$ cat src/design/assert_macros.svh
// shared assertion macros
`ifndef ASSERT_MACROS_SVH
`define ASSERT_MACROS_SVH

// same-cycle implication
`define GCM_ASSERT_IMPLY(lbl, clk, rstn, ante, cons) \
  lbl: assert property (@(posedge clk) disable iff (!(rstn)) (ante) |-> (cons)) \
    else $error("gcm assertion failed");

// next-cycle implication
`define GCM_ASSERT_NEXT(lbl, clk, rstn, ante, cons) \
  lbl: assert property (@(posedge clk) disable iff (!(rstn)) (ante) |=> (cons)) \
    else $error("gcm assertion failed");

`endif

$ cat src/design/gcm_pkg.sv
package gcm_pkg;

  localparam int MAX_DENOMS_DEF   = 7;
  localparam int AMOUNT_WIDTH_DEF = 32;

  localparam int DENOM_W   = 16;
  localparam int FIELD_W   = 32;
  localparam int SLOT_W    = 3;
  localparam int COUNT_W   = 3;
  localparam int CFG_IDX_W = 3;

  localparam logic [CFG_IDX_W-1:0] REG_DENOM_COUNT = 3'd0;
  localparam logic [CFG_IDX_W-1:0] REG_DENOM_BASE  = 3'd1;

  typedef enum logic [2:0] {
    ST_IDLE,
    ST_SORT,
    ST_START,
    ST_DIV,
    ST_DONE,
    ST_OUT
  } state_t;

  typedef struct packed {
    logic              load;
    logic              sort_we;
    logic              div_start;
    logic              div_step;
    logic              out_load;
    logic              last;
    logic [SLOT_W-1:0] idx;
  } cmd_t;

  typedef struct packed {
    logic [SLOT_W-1:0] n_last;
  } status_t;

endpackage

$ cat src/design/greedy_change_maker.sv
// channel   ports                                   direction
// in        in_valid, in_stall, in_amount           word in, one amount
// out       out_valid, out_stall, out_slot, ...     word out, one per denomination
// cfg       cfg_we, cfg_index, cfg_wdata            register write, no read-back
//
// per amount: accept in ST_IDLE, ST_SORT ranking the slots, then for each of the n
// denominations ST_START loading the divider, ST_DIV stepping AMOUNT_WIDTH bits
// (capped at 32), ST_DONE loading the result, ST_OUT holding the word until taken.
// the divider is bit-serial and restoring; one amount is in flight at a time.
// reset is synchronous, active low; denominations and count reset to 1.
// out_stall holds the result word and the divider; in_stall is high while busy.
module greedy_change_maker #(
  parameter int MAX_DENOMS   = gcm_pkg::MAX_DENOMS_DEF,
  parameter int AMOUNT_WIDTH = gcm_pkg::AMOUNT_WIDTH_DEF
) (
  input  logic                          clk,
  input  logic                          rst_n,
  input  logic                          cfg_we,
  input  logic [gcm_pkg::CFG_IDX_W-1:0] cfg_index,
  input  logic [gcm_pkg::DENOM_W-1:0]   cfg_wdata,
  input  logic                          in_valid,
  output logic                          in_stall,
  input  logic [gcm_pkg::FIELD_W-1:0]   in_amount,
  output logic                          out_valid,
  input  logic                          out_stall,
  output logic [gcm_pkg::SLOT_W-1:0]    out_slot,
  output logic [gcm_pkg::DENOM_W-1:0]   out_denomination,
  output logic [gcm_pkg::FIELD_W-1:0]   out_note_count,
  output logic [gcm_pkg::FIELD_W-1:0]   out_amount_left,
  output logic                          out_last
);

  gcm_pkg::cmd_t    cmd;
  gcm_pkg::status_t status;

  gcm_ctrl #(
    .AMOUNT_WIDTH (AMOUNT_WIDTH)
  ) u_ctrl (
    .clk       (clk),
    .rst_n     (rst_n),
    .in_valid  (in_valid),
    .in_stall  (in_stall),
    .out_valid (out_valid),
    .out_stall (out_stall),
    .status    (status),
    .cmd       (cmd)
  );

  gcm_datapath #(
    .MAX_DENOMS   (MAX_DENOMS),
    .AMOUNT_WIDTH (AMOUNT_WIDTH)
  ) u_datapath (
    .clk              (clk),
    .rst_n            (rst_n),
    .cfg_we           (cfg_we),
    .cfg_index        (cfg_index),
    .cfg_wdata        (cfg_wdata),
    .in_amount        (in_amount),
    .cmd              (cmd),
    .status           (status),
    .out_slot         (out_slot),
    .out_denomination (out_denomination),
    .out_note_count   (out_note_count),
    .out_amount_left  (out_amount_left),
    .out_last         (out_last)
  );

endmodule

$ cat src/design/gcm_datapath.sv
module gcm_datapath #(
  parameter int MAX_DENOMS   = gcm_pkg::MAX_DENOMS_DEF,
  parameter int AMOUNT_WIDTH = gcm_pkg::AMOUNT_WIDTH_DEF
) (
  input  logic                                clk,
  input  logic                                rst_n,
  input  logic                                cfg_we,
  input  logic [gcm_pkg::CFG_IDX_W-1:0]       cfg_index,
  input  logic [gcm_pkg::DENOM_W-1:0]         cfg_wdata,
  input  logic [gcm_pkg::FIELD_W-1:0]         in_amount,
  input  gcm_pkg::cmd_t                       cmd,
  output gcm_pkg::status_t                    status,
  output logic [gcm_pkg::SLOT_W-1:0]          out_slot,
  output logic [gcm_pkg::DENOM_W-1:0]         out_denomination,
  output logic [gcm_pkg::FIELD_W-1:0]         out_note_count,
  output logic [gcm_pkg::FIELD_W-1:0]         out_amount_left,
  output logic                                out_last
);

  localparam int AW = (AMOUNT_WIDTH < gcm_pkg::FIELD_W) ? AMOUNT_WIDTH : gcm_pkg::FIELD_W;
  localparam int IW = (MAX_DENOMS > 1) ? $clog2(MAX_DENOMS) : 1;
  localparam int DW = gcm_pkg::DENOM_W;

  logic [gcm_pkg::COUNT_W-1:0] denom_count_r;
  logic [DW-1:0]               denom_r [MAX_DENOMS];
  logic [IW-1:0]               order_r [MAX_DENOMS];
  logic [gcm_pkg::COUNT_W-1:0] used_n;
  logic [IW-1:0]               sort_idx;
  logic [DW-1:0]               sort_val;
  logic [gcm_pkg::COUNT_W-1:0] rank;
  logic [IW-1:0]               cur_slot;

  logic [AW-1:0]               rest_r;
  logic [AW-1:0]               quo_r;
  logic [DW-1:0]               rem_r;
  logic [DW-1:0]               dvsr_r;
  logic [IW-1:0]               slot_r;
  logic [DW:0]                 trial;
  logic [DW:0]                 diff;
  logic                        fits;
  logic                        dvsr_zero;

  logic [gcm_pkg::SLOT_W-1:0]  out_slot_r;
  logic [DW-1:0]               out_denom_r;
  logic [gcm_pkg::FIELD_W-1:0] out_cnt_r;
  logic [gcm_pkg::FIELD_W-1:0] out_left_r;
  logic                        out_last_r;

  // configuration registers
  always_ff @(posedge clk) begin
    if (!rst_n) begin
      denom_count_r <= gcm_pkg::COUNT_W'(1);
      for (int i = 0; i < MAX_DENOMS; i++) begin
        denom_r[i] <= DW'(1);
      end
    end else if (cfg_we) begin
      if (cfg_index == gcm_pkg::REG_DENOM_COUNT) begin
        denom_count_r <= cfg_wdata[gcm_pkg::COUNT_W-1:0];
      end
      for (int i = 0; i < MAX_DENOMS; i++) begin
        if (cfg_index == gcm_pkg::CFG_IDX_W'(int'(gcm_pkg::REG_DENOM_BASE) + i)) begin
          denom_r[i] <= cfg_wdata;
        end
      end
    end
  end

  // zero count means one slot, above the slot count saturates
  always_comb begin
    if (denom_count_r == '0) begin
      used_n = gcm_pkg::COUNT_W'(1);
    end else if (denom_count_r > gcm_pkg::COUNT_W'(MAX_DENOMS)) begin
      used_n = gcm_pkg::COUNT_W'(MAX_DENOMS);
    end else begin
      used_n = denom_count_r;
    end
  end

  assign status.n_last = used_n - gcm_pkg::COUNT_W'(1);

  // stable descending rank of one slot against all slots in use
  assign sort_idx = cmd.idx[IW-1:0];
  assign sort_val = denom_r[sort_idx];

  always_comb begin
    rank = '0;
    for (int j = 0; j < MAX_DENOMS; j++) begin
      if ((gcm_pkg::COUNT_W'(j) < used_n) &&
          ((denom_r[j] > sort_val) || ((denom_r[j] == sort_val) && (IW'(j) < sort_idx)))) begin
        rank = rank + gcm_pkg::COUNT_W'(1);
      end
    end
  end

  always_ff @(posedge clk) begin
    if (cmd.sort_we) begin
      order_r[rank[IW-1:0]] <= sort_idx;
    end
  end

  assign cur_slot = order_r[cmd.idx[IW-1:0]];

  // restoring divider, one quotient bit per cycle
  assign trial     = {rem_r, quo_r[AW-1]};
  assign diff      = trial - {1'b0, dvsr_r};
  assign fits      = (trial >= {1'b0, dvsr_r});
  assign dvsr_zero = (dvsr_r == '0);

  always_ff @(posedge clk) begin
    if (cmd.load) begin
      rest_r <= in_amount[AW-1:0];
    end else if (cmd.out_load && !dvsr_zero) begin
      rest_r <= AW'(rem_r);
    end
    if (cmd.div_start) begin
      quo_r  <= rest_r;
      rem_r  <= '0;
      dvsr_r <= denom_r[cur_slot];
      slot_r <= cur_slot;
    end else if (cmd.div_step) begin
      quo_r <= {quo_r[AW-2:0], fits};
      rem_r <= fits ? diff[DW-1:0] : trial[DW-1:0];
    end
  end

  // result word register
  always_ff @(posedge clk) begin
    if (cmd.out_load) begin
      out_slot_r  <= gcm_pkg::SLOT_W'(slot_r);
      out_denom_r <= dvsr_r;
      out_cnt_r   <= dvsr_zero ? '0 : gcm_pkg::FIELD_W'(quo_r);
      out_left_r  <= dvsr_zero ? gcm_pkg::FIELD_W'(rest_r) : gcm_pkg::FIELD_W'(rem_r);
      out_last_r  <= cmd.last;
    end
  end

  assign out_slot         = out_slot_r;
  assign out_denomination = out_denom_r;
  assign out_note_count   = out_cnt_r;
  assign out_amount_left  = out_left_r;
  assign out_last         = out_last_r;

endmodule

$ cat src/design/gcm_ctrl.sv
`include "assert_macros.svh"

module gcm_ctrl #(
  parameter int AMOUNT_WIDTH = gcm_pkg::AMOUNT_WIDTH_DEF
) (
  input  logic             clk,
  input  logic             rst_n,
  input  logic             in_valid,
  output logic             in_stall,
  output logic             out_valid,
  input  logic             out_stall,
  input  gcm_pkg::status_t status,
  output gcm_pkg::cmd_t    cmd
);

  localparam int AW  = (AMOUNT_WIDTH < gcm_pkg::FIELD_W) ? AMOUNT_WIDTH : gcm_pkg::FIELD_W;
  localparam int SCW = $clog2(AW);

  gcm_pkg::state_t             state_r, state_nxt;
  logic [gcm_pkg::SLOT_W-1:0]  idx_r, idx_nxt;
  logic [SCW-1:0]              step_r, step_nxt;
  logic                        at_last;
  logic                        in_acc;
  logic                        out_acc;

  always_ff @(posedge clk) begin
    if (!rst_n) begin
      state_r <= gcm_pkg::ST_IDLE;
      idx_r   <= '0;
      step_r  <= '0;
    end else begin
      state_r <= state_nxt;
      idx_r   <= idx_nxt;
      step_r  <= step_nxt;
    end
  end

  assign at_last   = (idx_r == status.n_last);
  assign in_stall  = (state_r != gcm_pkg::ST_IDLE) || !rst_n;
  assign out_valid = (state_r == gcm_pkg::ST_OUT);
  assign in_acc    = in_valid && !in_stall;
  assign out_acc   = out_valid && !out_stall;

  always_comb begin
    state_nxt     = state_r;
    idx_nxt       = idx_r;
    step_nxt      = step_r;
    cmd           = '0;
    cmd.idx       = idx_r;
    cmd.last      = at_last;
    case (state_r)
      gcm_pkg::ST_IDLE: begin
        if (in_acc) begin
          cmd.load  = 1'b1;
          idx_nxt   = '0;
          state_nxt = gcm_pkg::ST_SORT;
        end
      end
      gcm_pkg::ST_SORT: begin
        // one slot ranked per cycle
        cmd.sort_we = 1'b1;
        if (at_last) begin
          idx_nxt   = '0;
          state_nxt = gcm_pkg::ST_START;
        end else begin
          idx_nxt = idx_r + gcm_pkg::SLOT_W'(1);
        end
      end
      gcm_pkg::ST_START: begin
        cmd.div_start = 1'b1;
        step_nxt      = SCW'(AW - 1);
        state_nxt     = gcm_pkg::ST_DIV;
      end
      gcm_pkg::ST_DIV: begin
        cmd.div_step = 1'b1;
        if (step_r == '0) begin
          state_nxt = gcm_pkg::ST_DONE;
        end else begin
          step_nxt = step_r - SCW'(1);
        end
      end
      gcm_pkg::ST_DONE: begin
        cmd.out_load = 1'b1;
        state_nxt    = gcm_pkg::ST_OUT;
      end
      gcm_pkg::ST_OUT: begin
        if (!out_stall) begin
          if (at_last) begin
            state_nxt = gcm_pkg::ST_IDLE;
          end else begin
            idx_nxt   = idx_r + gcm_pkg::SLOT_W'(1);
            state_nxt = gcm_pkg::ST_START;
          end
        end
      end
      default: begin
        state_nxt = gcm_pkg::ST_IDLE;
      end
    endcase
  end

  `GCM_ASSERT_NEXT(a_accept_sorts, clk, rst_n, in_acc, state_r == gcm_pkg::ST_SORT)
  `GCM_ASSERT_NEXT(a_div_ends, clk, rst_n, (state_r == gcm_pkg::ST_DIV) && (step_r == '0), state_r == gcm_pkg::ST_DONE)
  `GCM_ASSERT_NEXT(a_last_word_idles, clk, rst_n, out_acc && at_last, state_r == gcm_pkg::ST_IDLE)
  `GCM_ASSERT_IMPLY(a_one_cmd, clk, rst_n, 1'b1, $onehot0({cmd.load, cmd.sort_we, cmd.div_start, cmd.div_step, cmd.out_load}))

endmodule
$ cat config.mk
export PLATFORM = sky130hd
export DESIGN_NAME = greedy_change_maker
export DESIGN_NICKNAME = d
export VERILOG_FILES = /design/src/design/gcm_pkg.sv /design/src/design/greedy_change_maker.sv /design/src/design/gcm_datapath.sv /design/src/design/gcm_ctrl.sv
export VERILOG_INCLUDE_DIRS = /design/src /design/src/design
export SDC_FILE = /design/constraint.sdc
export NUM_CORES = 1
export LEC_CHECK = 0
export BUFFER_PORTS_ARGS = -buffer_cell sky130_fd_sc_hd__buf_2
export CORE_MARGIN = 4
export CORE_UTILIZATION = 61
export DETAILED_ROUTE_END_ITERATION = 6
export PLACE_DENSITY_LB_ADDON = 0.1
export RECOVER_POWER = 100
export SYNTH_ARGS = -nofsm -noshare
export SYNTH_HDL_FRONTEND = slang
export SYNTH_HIERARCHICAL = 1
export SYNTH_SLANG_ARGS = --single-unit
export TNS_END_PERCENT = 100
$ cat constraint.sdc
create_clock -name clk -period 11.06 [get_ports clk]
set_input_delay 0.553 -clock clk [delete_from_list [all_inputs] [get_ports clk]]
set_output_delay 0.553 -clock clk [all_outputs]
set_load 0.01 [all_outputs]
==> impl_results.md, run 1 <==
* Final Setup Violations at 0
* Sequential Area at between 0.009 and 0.01 mm²
* Ys flop type: edfxtp_1
* Core Util, Final at between 60 and 70%
* TritonCTS Buffers at 35
* Routed vias at about 13000
* Post-DP Area at about 0.019 mm²
* Syn Nets at between 1500 and 2000
* Layout cells sized above 1 at 12.61%
* Worst path max stage delay at about 1.7 ns
* Int Pwr at ~0.0030 W
* Tcrit/Tclk final at 80.70%
* Clk pwr share at approximately a quarter
* R2r setup slk at approximately 2.1 ns
* Layout area overhead at 11.30%
* Multi-input gate area at about 0.0080 mm²
* Reg-to-reg endpoint: u_datapath/order_r[3][2]
* Reg2reg path depth at 29
* Initial Util at 62.47%
* Max Root-Sink Buffers at 3
* Row cnt at 62
* DRC at 0
* Critical Path Most Common Cell: ha_1
* Antenna viol nets, final at 0
* Critical path capture point type: register
* Routability congestion estimate at a little under 1
* Peak supply drop at around 0.15 mV
* Maxcap violations at 14
* Synth Warn # at 6
* Post-synth cell types at 70
* Post-synthesis cell area at around 0.018 mm²
* Postcts setup bufs at 0
* Unrepaired setup endpoints after global routing: no
* Crit Path Class: register to register
* Reg power frac at roughly 40%
* Reg2reg start: u_ctrl/idx_r[2]
* Die Y at between 150 and 200 µm
* Post-DP HPWL at 31630 µm
* Layout filler cell count at between 2000 and 2500
* Largest net degree at the start of global routing at between 70 and 80
* First-pass GRT wire length at 68970 µm
* Tmin final at between 8 and 9 ns
* Overflow after GRT at 0
* Buffers on Ports at roughly 140
* H-tree depth at 2
* Fin cells at about 2100
* Crit path launch type: register
* Total track usage at between 20% and 30%
* Maximum clock frequency at about 110 MHz
* Placed Instances at just over 2000
* DR WL/cell at approximately 21 µm
* Final WL at 44410 µm
* CTS tree: done
* Worst path required time at between 10 and 15 ns
* Top cell type's share of synthesized area at 49.84%
* Seq/Total Area, Yosys at a little over half
* Worst Hold Slack at ~0.27 ns
* Relative slew slack at -172.7%
* Vias per cell at 6.136
* Hold path depth at 3
* Gate power share at 33.9%
* IO Pins at between 100 and 150
* Async SR Flop Fraction at 0%
* Worst-margin pin slew at just over 4 ns
* Initial antenna violation count at 0
* Design area at a little over 0.02 mm²
* Commonest cells after routing, fill and taps aside: 300 x edfxtp_1, 162 x nor2_1, 146 x nand2_1, 137 x ha_1, 110 x clkbuf_1
* Hold buffers post-CTS at 0
* Failing checks: capacitance limit, slew limit
* Post-synth EDFFs at 300
* Ant diodes at 0
* Clk_lat worst skew at between 0.5 and 0.6 ns
* Net load switching power at 0.001507 W
* HP Start: cfg_wdata[0]
* Synth Register Bits at 330
* DRT Pass-1 Iters at 5
* Commonest non-fill, non-tap cell in the layout: edfxtp_1
* Fin. max-slew vios at a little under 600
* P per Cell Area at 224.5 mW/mm²
* Clock Root Buffer: clkbuf_16
* Arr. time, crit path at around 9.1 ns
* Sink Count at 330
* CTS resizes at 0
* CP Max Fanout at 36
* Post-Syn Area per Cell at between 10 and 15 µm²
* Status: finished with violations
* Hold Crit Class: primary input to register
* Largest cells by area after synthesis: edfxtp_1 50%, ha_1 9.5%, mux2i_1 4.1%
* Leakage at 7.542 nW
* Sw Share at about a third
* Area of the core at a little under 0.03 mm²
* CTS clk-pin slew, worst paths at 0.06 ns
* Setup_tns at 0 ns
* Final nets at 1875
* Gate Count Post-Synth at ~1600
* Clock skew at roughly 0.017 ns
* Die W at between 150 and 200 µm
* Vias in the first global route at roughly 12000
* CP max stage cell: clkbuf_1
* Area leader, netlist: edfxtp_1
* Hold Crit Endpoint: u_datapath/denom_count_r[0]
* Final hold vios at 0
* Crit path from: u_ctrl/idx_r[2]
* DRT iter0 DRCs at ~1100
* Die footprint at ~0.032 mm²
==> per-stage QoR <==
stage | power (W) | worst slack, ns
after CTS | 0.004501 | 3.187
final | 0.004517 | 2.135
after floorplan | 0.002921 | 3.184
after global routing | 0.004785 | 1.315
after detailed placement | 0.003332 | 3.207
after global placement | 0.003282 | 3.514
==> area by class of cell <==
type	count	area share, %
Inverter	60	1.119
Sequential cell	330	47.77
Tap cell	384	2.388
Clock inverter	12	0.8147
Multi-Input combinational cell	1092	39.54
Timing Repair Buffer	162	3.501
Clock buffer	49	4.863
==> worst max-delay path by stage <==
stage                     slack (ns)                       end
after floorplan                 3.18  u_datapath/order_r[3][0]
after global placement          3.51  u_datapath/order_r[2][0]
after detailed placement        3.21  u_datapath/order_r[0][2]
after CTS                       3.19  u_datapath/order_r[3][2]
after global routing            1.31  u_datapath/order_r[0][0]
final                           2.13  u_datapath/order_r[3][2]
==> cells in the mapped netlist, types with 23 or more instances <==
cell type and instances:
a211oi_1 24, clkbuf_1 49, dfxtp_1 30, ha_1 137
mux2_2 63, nor2_1 163, inv_1 60, mux2i_1 74
nand2_1 146, nand4_1 30, a21o_1 23, o21ai_0 61
and2_1 64, a21oi_1 84, edfxtp_1 300
==> metal layers <==
layer / up-vias / part of all wire (%) / GRT usage, %
met4: 0 / 3.3 / 8.258
met3: 104 / 7.6 / 3.553
met5: - / 0 / 0
li1: 5985 / - / -
met2: 538 / 47 / 44.40
met1: 6191 / 42 / 36.64
==> kinds of logic (layout without fill, tap and decap cells) <==
logic type	Yosys count	after routing	synth area share, %
DFF	330	330	53.16
adders and majority gates	138	138	9.594
AOI/OAI and AO/OA	256	256	8.805
and+or+nand+nor	517	517	13.75
muxes	156	156	10.39
buffers and inverters	129	283	2.776
xor gates and xnor gates	25	25	1.523
==> worst max-delay path, delay by kind of cell (launching register included) <==
| family | cells | cell delay (ns) |
|---|---|---|
| fa+ha+maj | 6 | 2.02 |
| compound gates | 10 | 1.93 |
| buf+inv | 2 | 1.81 |
| simple gates | 8 | 1.17 |
| mux | 2 | 1.03 |
| flops | 1 | 0.30 |
| xor+xnor | 1 | 0.30 |
==> power groups by stage <==
stage	sequential (W)	clock, W	combinational [W]
finish	0.00182	0.00116	0.00153
global route	0.00185	0.00124	0.00170
CTS	0.00181	0.00118	0.00151
detailed placement	0.00184	0	0.00150
global placement	0.00183	0	0.00145
floorplan	0.00177	0	0.00115
==> registers in the layout, summed over array words and instances (netlist names) <==
register and cells:
u_ctrl/idx_r 3, u_ctrl/state_r 3, u_ctrl/step_r 5, u_datapath/denom_count_r 3, u_datapath/denom_r 112, u_datapath/dvsr_r 16, u_datapath/order_r 21, u_datapath/out_amount_left 32
u_datapath/out_denomination 16, u_datapath/out_last 1, u_datapath/out_note_count 32, u_datapath/out_slot 3, u_datapath/quo_r 32, u_datapath/rem_r 16, u_datapath/rest_r 32, u_datapath/slot_r 3
Note: power is estimated with default switching activity, not from simulation.
==> run 2, diff against run 1 <==
- ABC_AREA: unset -> 1
- CORE_UTILIZATION: 61 -> 55
- clock period: 11.06 -> 7.9 ns (I/O delays scaled with it)
==> run 2 against run 1 <==
  * The run still ends with capacitance limit, slew limit left
  * Fmax rose by 27%
  * Setup slack got worse by 1.3 ns
  * Die area rose by 12%
  * Cell count rose by 25%
  * Combinational power rose by 84%
  * Critical path depth rose by 5
  * Core utilization fell by 6.6 points
  * Cell area rose by 2.2%
  * Via count rose by 13%
  * Non-clock buffer count rose by 13
  * Largest power group is now combinational logic
  * Highest routed layer is now met5
==> impl_results.md, run 2 <==
* Post-synth EDFFs at 300
* Max reg flops at between 100 and 150
* Hold Crit Class: primary input to register
* Tcrit/Tclk final at approximately 89%
* Final hold vios at 0
* CP max stage cell: dfxtp_1
* Worst path max stage delay at around 0.95 ns
* Post-Syn Area per Cell at 9.169 µm²
* Worst Hold Slack at ~0.11 ns
* Met2 GRT Util at a little under half
* First-pass GRT wire length at around 80000 µm
* Critical path capture point type: register
* Routed vias at 14550
* Worst-margin pin slew at around 4.0 ns
* Relative slew slack at -168.1%
* Fin cells at approximately 2600
* H-tree depth at 2
* Max Root-Sink Buffers at 3
* Die W at 190.6 µm
* Area leader, netlist: edfxtp_1
* Area of the core at around 0.033 mm²
* Peak supply drop at 0.1736 mV
* Row cnt at 66
* Postcts setup bufs at 0
* Die Y at approximately 190 µm
* Leakage at roughly 8.5 nW
* Worst path required time at a little over 8 ns
* Placed Instances at between 2000 and 3000
* IO Pins at around 140
* Crit Path Class: register to register
* Final Setup Violations at 0
* Largest cells by area after synthesis: edfxtp_1 49%, ha_1 9.3%, nand2_1 6.9%
* Async SR Flop Fraction at 0%
* CTS resizes at 0
* Initial antenna violation count at 1
* Layout filler cell count at between 2000 and 3000
* Fin. max-slew vios at ~470
* DRC at 0
* Post-Place Worst Slack at ~1.0 ns
* GR peak layer: met2
* DRT Pass-1 Iters at 6
* TritonCTS Buffers at 36
* DRT iter0 DRCs at roughly 1200
* Setup_tns at 0 ns
* Ys flop type: edfxtp_1
* Sink Count at 330
* Total track usage at ~27%
* CTS clk-pin slew, worst paths at 0.06 ns
* Synth Register Bits at 330
* Die footprint at 0.03635 mm²
* Biggest register: u_datapath/denom_r
* M1 GR Usage at roughly 37%
* Maxcap violations at 9
* Syn Nets at between 2000 and 2500
* Status: finished with violations
* Gate Count Post-Synth at between 2000 and 2500
* Hold buffers post-CTS at 0
* Initial Util at between 50% and 60%
* Commonest non-fill, non-tap cell in the layout: nand2_1
* Largest net degree at the start of global routing at 95
* P per Cell Area at 351.3 mW/mm²
* Clock Root Buffer: clkbuf_16
* Layout area overhead at 12.07%
* Met3 usage at 3.900%
* Final WL at between 50000 and 60000 µm
* Critical Path Most Common Cell: nand2_1
* Layout cells sized above 1 at under 10%
* Antenna viol nets, final at 0
* Most frequent cell after synthesis: nand2_1
* Overflow after GRT at 0
* CTS tree: done
* Top cell type's share of synthesized area at between 40% and 50%
* Worst setup margin at between 0.8 and 0.9 ns
* Vias in the first global route at 13900
* Tmin final at 7.022 ns
* CP Max Fanout at 21
* Failing checks: capacitance limit, slew limit
* Commonest cells after routing, fill and taps aside: 338 x nand2_1, 330 x nor2_1, 300 x edfxtp_1, 229 x inv_1, 173 x o21ai_0
* Vias per cell at between 5 and 6
* Unrepaired setup endpoints after global routing: no
* Routability congestion estimate at 0.9495
* Clock skew at 0.01911 ns
* Maximum clock frequency at approximately 140 MHz
* Arr. time, crit path at around 7.2 ns
* Crit path launch type: register
* DR WL/cell at 19.33 µm
* Post-synth cell types at 52
* Top cells by count, synth: 337 x nand2_1, 328 x nor2_1, 300 x edfxtp_1
* Post-DP HPWL at between 30000 and 40000 µm
* Ant diodes at 0
* Clk_lat worst skew at ~0.53 ns
* Final nets at 2335
* Post-synthesis cell area at between 0.015 and 0.02 mm²
* Seq/Total Area, Yosys at 52.37%
* Synth Warn # at 6
* Buffers on Ports at about 140
run 2: cell count changes after synthesis, sizes merged, moves of 65 or more:
cell and delta:
nand2 +196, inv +177, nor2 +174, o21ai +129, mux2i -74, and2 -65
run 2: final cells by class:
type / count / area, µm² / area share, %
clock buffer: 48 / 1007 / 4.898
tap: 442 / 553.0 / 2.690
timing repair buffer: 175 / 813.3 / 3.955
sequential: 330 / 9610 / 46.74
multi-input combinational: 1358 / 7460 / 36.28
clock inverter: 18 / 212.7 / 1.034
inverter: 240 / 905.9 / 4.406
run 2: routing by layer:
| layer | up-vias | part of all wire (%) |
|---|---|---|
| met5 | - | 0.026 |
| met3 | 120 | 7.1 |
| met4 | 2 | 3.9 |
| li1 | 7132 | - |
| met1 | 6725 | 43 |
| met2 | 568 | 46 |
run 2: final timing paths:
kind         slack (ns)  cells after the start                           to            startpoint
min                0.11                      3  u_datapath/denom_count_r[0]          cfg_wdata[0]
max                0.88                     34     u_datapath/order_r[1][2]       u_ctrl/idx_r[1]
min reg2reg        0.42                      0       u_datapath/out_slot[0]  u_datapath/slot_r[0]
max reg2reg        0.88                     34     u_datapath/order_r[1][2]       u_ctrl/idx_r[1]
run 2: logic make-up after synthesis:
kind of cell	after synthesis	share of synthesized area, %
simple gates	780	17.29
fa+ha+maj	138	9.452
buf+inv	313	6.888
flops	330	52.37
xor+xnor	18	0.8592
compound gates	422	13.14
run 2: stage by stage:
stage / total power [W] / util (%) / cell area, µm²
2_1_floorplan: 0.004635 / - / 18350
3_3_place_gp: 0.005449 / 59.73 / 19530
3_5_place_dp: 0.005496 / 59.73 / 19530
4_1_cts: 0.007243 / 63.46 / 20750
5_1_grt: 0.007731 / 62.88 / 20560
6_report: 0.007223 / 62.88 / 20560
run 2: critical path: cells and delay by family (launching register included):
family	cells	cell delay (ns)
DFF	1	0.95
AOI/OAI and AO/OA	6	1.60
adders and majority gates	6	1.77
buffers and inverters	4	0.55
and+or+nand+nor	18	1.80
run 2: where the power goes:
| group | leakage [nW] | total, W | switching [W] | internal [W] |
|---|---|---|---|---|
| clock | 0.600 | 0.00173 | 0.000692 | 0.00104 |
| sequential | 3.07 | 0.00267 | 0.000213 | 0.00246 |
| combinational | 4.85 | 0.00282 | 0.00190 | 0.000922 |
